`src/hdl/chkv_pkg.sv`:
```
package chkv_pkg;

  localparam int unsigned CapacityDef  = 256;
  localparam int unsigned ValueBitsDef = 64;
  localparam int unsigned KeyBitsDef   = 64;
  localparam int unsigned NBuckets     = 256;
  localparam logic [31:0] Djb2Start    = 32'd5381;

  localparam logic [1:0] KIND_LOOKUP = 2'd0;
  localparam logic [1:0] KIND_UPDATE = 2'd1;
  localparam logic [1:0] KIND_DELETE = 2'd2;
  localparam logic [1:0] KIND_NEXT   = 2'd3;

  localparam logic [1:0] FLAG_ANY     = 2'd0;
  localparam logic [1:0] FLAG_NOEXIST = 2'd1;
  localparam logic [1:0] FLAG_EXIST   = 2'd2;

  localparam logic [2:0] ST_OK       = 3'd0;
  localparam logic [2:0] ST_NOTFOUND = 3'd1;
  localparam logic [2:0] ST_EXISTS   = 3'd2;
  localparam logic [2:0] ST_FULL     = 3'd3;
  localparam logic [2:0] ST_INVALID  = 3'd4;

  localparam logic [1:0] REG_MODE    = 2'd0;
  localparam logic [1:0] REG_KEYB    = 2'd1;
  localparam logic [1:0] REG_LIMIT   = 2'd2;
  localparam logic [1:0] REG_BUCKETS = 2'd3;

  typedef struct packed {
    logic [1:0]  kind;
    logic [63:0] key;
    logic        has_key;
    logic [63:0] write_value;
    logic [1:0]  update_flag;
  } req_t;

  typedef struct packed {
    logic [2:0]  status;
    logic [63:0] read_value;
    logic [63:0] found_key;
  } rsp_t;

endpackage

```
`src/hdl/chkv_hash.sv`:
```
module chkv_hash (
  input  logic        clk_i,
  input  logic        rst_ni,
  input  logic        start_i,
  input  logic [63:0] key_i,
  input  logic [3:0]  nbytes_i,
  input  logic [8:0]  nbkt_i,
  output logic        done_o,
  output logic [7:0]  bucket_o
);
  import chkv_pkg::*;

  localparam logic [1:0] H_IDLE = 2'd0;
  localparam logic [1:0] H_BYTE = 2'd1;
  localparam logic [1:0] H_DIV  = 2'd2;

  logic [1:0]  state_q, state_d;
  logic [31:0] h_q, h_d;
  logic [4:0]  cnt_q, cnt_d;
  logic [8:0]  rem_q, rem_d;
  logic        done_q, done_d;
  logic [9:0]  r10;

  // djb2 one byte a cycle, then restoring division one bit a cycle
  always_comb begin
    state_d = state_q;
    h_d     = h_q;
    cnt_d   = cnt_q;
    rem_d   = rem_q;
    done_d  = 1'b0;
    r10     = {rem_q, h_q[31]};
    unique case (state_q)
      H_IDLE: begin
        if (start_i) begin
          h_d     = Djb2Start;
          cnt_d   = '0;
          state_d = H_BYTE;
        end
      end
      H_BYTE: begin
        h_d = (h_q << 5) + h_q + 32'(key_i[8*cnt_q[2:0] +: 8]);
        if ({1'b0, cnt_q[2:0]} == nbytes_i - 4'd1) begin
          cnt_d   = '0;
          rem_d   = '0;
          state_d = H_DIV;
        end else begin
          cnt_d = cnt_q + 5'd1;
        end
      end
      H_DIV: begin
        h_d = h_q << 1;
        if (r10 >= {1'b0, nbkt_i}) rem_d = 9'(r10 - {1'b0, nbkt_i});
        else rem_d = r10[8:0];
        cnt_d = cnt_q + 5'd1;
        if (cnt_q == 5'd31) begin
          done_d  = 1'b1;
          state_d = H_IDLE;
        end
      end
      default: state_d = H_IDLE;
    endcase
  end

  always_ff @(posedge clk_i or negedge rst_ni) begin
    if (!rst_ni) begin
      state_q <= H_IDLE;
      done_q  <= 1'b0;
    end else begin
      state_q <= state_d;
      done_q  <= done_d;
    end
  end

  always_ff @(posedge clk_i) begin
    h_q   <= h_d;
    cnt_q <= cnt_d;
    rem_q <= rem_d;
  end

  assign done_o   = done_q;
  assign bucket_o = rem_q[7:0];

endmodule

```
`config.mk`:
```
export PLATFORM = sky130hd
export DESIGN_NAME = chkv_hash
export DESIGN_NICKNAME = d
export VERILOG_FILES = /design/src/hdl/chkv_pkg.sv /design/src/hdl/chkv_hash.sv
export SDC_FILE = /design/constraint.sdc
export NUM_CORES = 1
export LEC_CHECK = 0
export BUFFER_PORTS_ARGS = -buffer_cell sky130_fd_sc_hd__buf_2
export CORE_MARGIN = 3
export CORE_UTILIZATION = 53
export CTS_CLUSTER_DIAMETER = 120
export DETAILED_ROUTE_END_ITERATION = 16
export PLACE_DENSITY = 0.78
export SLEW_MARGIN = 20
export SYNTH_ARGS = -nofsm -noshare
export SYNTH_HDL_FRONTEND = slang
export SYNTH_SLANG_ARGS = --single-unit
```
`constraint.sdc`:
```
create_clock -name clk_i -period 4.9 [get_ports clk_i]
set_clock_uncertainty 0.15 [all_clocks]
set_input_delay 0.98 -clock clk_i [delete_from_list [all_inputs] [get_ports clk_i]]
set_output_delay 0.98 -clock clk_i [all_outputs]
set_load 0.02 [all_outputs]
```
==> results.md <==
- STA classifies the critical path endpoint as a flip-flop.
- After clock tree synthesis, the flow added hold-fix buffers numbering 0.
- The final core utilization is 0.6263.
- The floorplan step set the die height to 106.1 um.
- The floorplan die area is 11250 um^2.
- The library cells used most frequently in the layout, excluding fill and tap cells, are 88 x sky130_fd_sc_hd__buf_2, 75 x sky130_fd_sc_hd__ha_1, 46 x sky130_fd_sc_hd__edfxtp_1, 42 x sky130_fd_sc_hd__nor2_1, 40 x sky130_fd_sc_hd__inv_1.
- The synthesized netlist occupies a cell area of 5309 um^2.
- Counting distinct cell types in the post-synthesis netlist gives 64.
- The maximum level of the CTS H-tree is 2.
- TritonCTS built the clock tree.
- The number of synthesized register bits is 49.
- The number of max-slew violations in the final report is 0.
- During I/O placement, the number of pins put on the boundary was 89.
- The library cell used most frequently in the layout, excluding fill and tap cells, is sky130_fd_sc_hd__buf_2.
- The number of buffers created by CTS is 5.
- The number of instances in the synthesized netlist is 547.
- The horizontal extent of the die is 106.1 um.
- Adding up every negative setup slack in the final design gives 0 ns.
- The number of inserted diodes is 0.
- The pre-CTS setup slack is 0.09828 ns.
- Entering global routing, the biggest net connects 38 pins.
- The capture point of the worst reg-to-reg path is h_q[21].
- The source of the critical timing path is cnt_q[1].
- Measured in cells, the most critical reg-to-reg path has a length of 13.
- The average vias per placed instance is 6.035.
- The data arrival time at the worst-slack endpoint is 4.48 ns.
- Of the total synthesized cell area, the portion taken by full adders, half adders and majority gates is 0.1956.
- sky130_fd_sc_hd__edfxtp_1 takes more of the synthesized area than any other cell.
- The post-layout worst setup margin is 0.3499 ns.
- In the global route stage, overall resource usage came out at 0.2395.
- Of the total synthesized cell area, the portion taken by AND, OR, NAND and NOR gates is 0.1214.
- After detailed routing, the total wire length is 13430 um.
- The number of global-route vias before repair is 4640.
- The half-perimeter wire length after placement is 10680 um.
- The critical path ends at h_q[21].
- The share of the synthesized area in compound gates (AO/OA/AOI/OAI) came to 0.1975.
- The number of buffers inserted by post-CTS setup repair is 0.
- The final number of setup-violating endpoints is 0.
- No sink is reached through more buffers than the 2 on the longest clock path.
- The run finished with clean final reports.
- The design draws 4.873 mW.
- The average size of a mapped cell is 9.705 um^2.
- The final layout contains 783 nets.
- The clock sink total is 49.
- In this run the tool buffered the top-level ports with 88 buffer cells.
- The proportion of netlist area held by the largest area contributor is 0.2602.
- The primary flip-flop cell chosen by synthesis mapping is sky130_fd_sc_hd__edfxtp_1.
- Dividing the detail-routed wire length by the instance count gives 17.84 um.
- The number of hold violations in the final report is 0.
- Dividing total power by cell area gives a power density of 818.7 nW/um^2.
- The worst-case IR drop observed on VDD is 967.8 uV.
- The proportion of synthesized area in mux cells is 0.09781.
- The relative max-transition margin is 0.4754.
- The reg-to-reg startpoint is cnt_q[1].
- The detailed router's first-iteration violation count is 412.
- Derived from the worst setup path, the maximum achievable clock frequency is 219.8 MHz.
- The minimum setup slack among reg-to-reg paths is 0.35 ns.
- From synthesis to final layout, the design area changed by 12.11%.
- The number of antenna violations at the first check in global routing is 0.
- The register area share after synthesis is 0.2743.
- The number of standard-cell rows in the floorplan is 35.
- Of the total synthesized cell area, the portion taken by XOR and XNOR cells is 0.05939.
- The worst setup path is of the reg2reg kind.
- The number of nets in the synthesized netlist is 707.
- The length of the first detailed-routing pass in iterations is 5.
- The vias after detailed routing is 4544.
- The congestion estimate from routability-driven global placement came to 0.9339.
- The effective utilization at floorplan is 0.5587.
- The number of gates resized after CTS was 0.
- The count of nets left with antenna violations once routing finished came out at 0.
- The minimum clock period after layout is 4.550 ns.
- Of the cells placed in the final design, the portion with a size suffix greater than 1 is 0.2228.
- Clock latency on the worst-skew pair, taken at its later pin, is 0.32 ns.
- The share of flip-flops with an asynchronous set or reset is 0.06122.
- The analysis attributes to cell leakage a power of 2.764 nW.
- The period utilization is 0.9286.
- The synthesized design contains 46 enable-type register cells.
- The clock transition at the register clock pins on the worst setup and hold paths after CTS is 0.11 ns.
- The path class of the tightest hold or removal check is in2async.
- At the pin with the least slew margin, the transition time is 0.7869 ns.
- Sorting the synthesized cells by area gives the leading types as sky130_fd_sc_hd__edfxtp_1 26%, sky130_fd_sc_hd__ha_1 18%, sky130_fd_sc_hd__mux4_2 6.8%.
- For this run, the number of Yosys warnings is 0.
- The total area inside the core boundary comes to 9503 um^2.
- The startpoint type of the worst setup path is a flip-flop.
- For this run, design rule violations remaining after detail routing come to 0.
- The maximum fanout along the worst path is 19.
- The worst path required time is 4.83 ns.
- The remaining global-route overflow is 0.
- The clock tree root driver cell is sky130_fd_sc_hd__clkbuf_8.
- Setup repair after global routing left no endpoint under its margin.
- The wire length of the first global-routing pass is 22050 um.
- Across the run, the number of max-cap violations was 0.
- The combinational family with the most area after synthesis is compound AO/OA/AOI/OAI gates.
flip-flops by register name (all words and copies together), names as in the netlist:
| name | flops |
|---|---|
| cnt_q | 5 |
| h_q | 32 |
| rem_q | 9 |
| state_q | 2 |
| done_o | 1 |
kinds of logic (layout without fill, tap and decap cells):
| group | after synthesis | in the layout |
|---|---|---|
| AND/OR/NAND/NOR | 134 | 134 |
| multiplexers | 31 | 31 |
| flip-flops | 49 | 49 |
| XOR/XNOR | 36 | 36 |
| adder cells (fa/ha/maj) | 80 | 80 |
| AO/OA/AOI/OAI | 150 | 150 |
| buffers and inverters | 67 | 144 |
stage by stage:
| stage | hold WS, ns | cell area, um^2 | instances |
|---|---|---|---|
| final | 0.2937 | 5952 | 753 |
| after global routing | 0.2808 | 5952 | 753 |
| after CTS | 0.2885 | 5952 | 753 |
| after detailed placement | 0.4088 | 5854 | 745 |
| after global placement | 0.3953 | 5854 | 745 |
| after floorplan | 0.3620 | 5309 | 547 |
worst min-delay path by stage:
stage | from | end | slack, ns | cells after the start
floorplan | state_q[1] | state_q[1] | 0.36 | 1
global placement | state_q[1] | state_q[1] | 0.40 | 1
detailed placement | h_q[30] | h_q[31] | 0.41 | 2
CTS | rst_ni | done_o | 0.29 | 1
global route | rst_ni | done_o | 0.28 | 1
finish | rst_ni | done_o | 0.29 | 1
cell usage after synthesis, types with 5 or more instances:
cell                       count
sky130_fd_sc_hd__nor2b_1       5
sky130_fd_sc_hd__nand2_1      32
sky130_fd_sc_hd__fa_1          5
sky130_fd_sc_hd__a21oi_1      37
sky130_fd_sc_hd__mux4_2       16
sky130_fd_sc_hd__mux2i_1       8
sky130_fd_sc_hd__xor2_1       15
sky130_fd_sc_hd__ha_1         75
sky130_fd_sc_hd__a22oi_1      12
sky130_fd_sc_hd__a31oi_1       6
sky130_fd_sc_hd__mux2_2        7
sky130_fd_sc_hd__a21o_1       15
sky130_fd_sc_hd__o21ai_0      24
sky130_fd_sc_hd__buf_4         8
sky130_fd_sc_hd__nor2_1       42
sky130_fd_sc_hd__clkbuf_1     13
sky130_fd_sc_hd__o21ai_1       6
sky130_fd_sc_hd__nor3_1        7
sky130_fd_sc_hd__o31ai_1       5
sky130_fd_sc_hd__and3_1        6
sky130_fd_sc_hd__edfxtp_1     46
sky130_fd_sc_hd__xnor2_1      21
sky130_fd_sc_hd__o21bai_1      7
sky130_fd_sc_hd__inv_1        40
sky130_fd_sc_hd__nand3_1      15
sky130_fd_sc_hd__nand4_1       5
layer usage:
metal	vias up	wire (um)	track usage
met3	18	829	0.03764
met2	160	6755	0.4230
li1	2189	-	-
met1	2177	5697	0.3119
met5	-	0	0
met4	0	150	0.04810
cell type report:
class | instances | area (um^2)
multi-input combinational | 431 | 3577
fill | 790 | 3551
sequential | 49 | 1456
timing repair buffer | 95 | 505.5
tap | 129 | 161.4
inverter | 41 | 153.9
clock buffer | 5 | 68.82
clock inverter | 3 | 28.78
where the power goes:
| group | switching [mW] | internal (mW) | leakage (nW) |
|---|---|---|---|
| registers | 0.217 | 0.772 | 0.524 |
| clock network | 0.162 | 0.107 | 0.0506 |
| logic | 2.09 | 1.53 | 2.19 |
critical path, stage by stage, from the launching register on:
cell,delay (ns)
sky130_fd_sc_hd__edfxtp_1,0.86
sky130_fd_sc_hd__mux4_2,0.42
sky130_fd_sc_hd__mux2_2,0.28
sky130_fd_sc_hd__ha_1,0.29
sky130_fd_sc_hd__ha_1,0.23
sky130_fd_sc_hd__fa_1,0.44
sky130_fd_sc_hd__a21oi_4,0.22
sky130_fd_sc_hd__o211ai_4,0.13
sky130_fd_sc_hd__a2111oi_4,0.34
sky130_fd_sc_hd__o31ai_2,0.13
sky130_fd_sc_hd__a21oi_2,0.17
sky130_fd_sc_hd__o21ai_1,0.11
sky130_fd_sc_hd__a211o_1,0.30
sky130_fd_sc_hd__a32o_1,0.25
No activity file was read; power rests on OpenSTA's default activity.
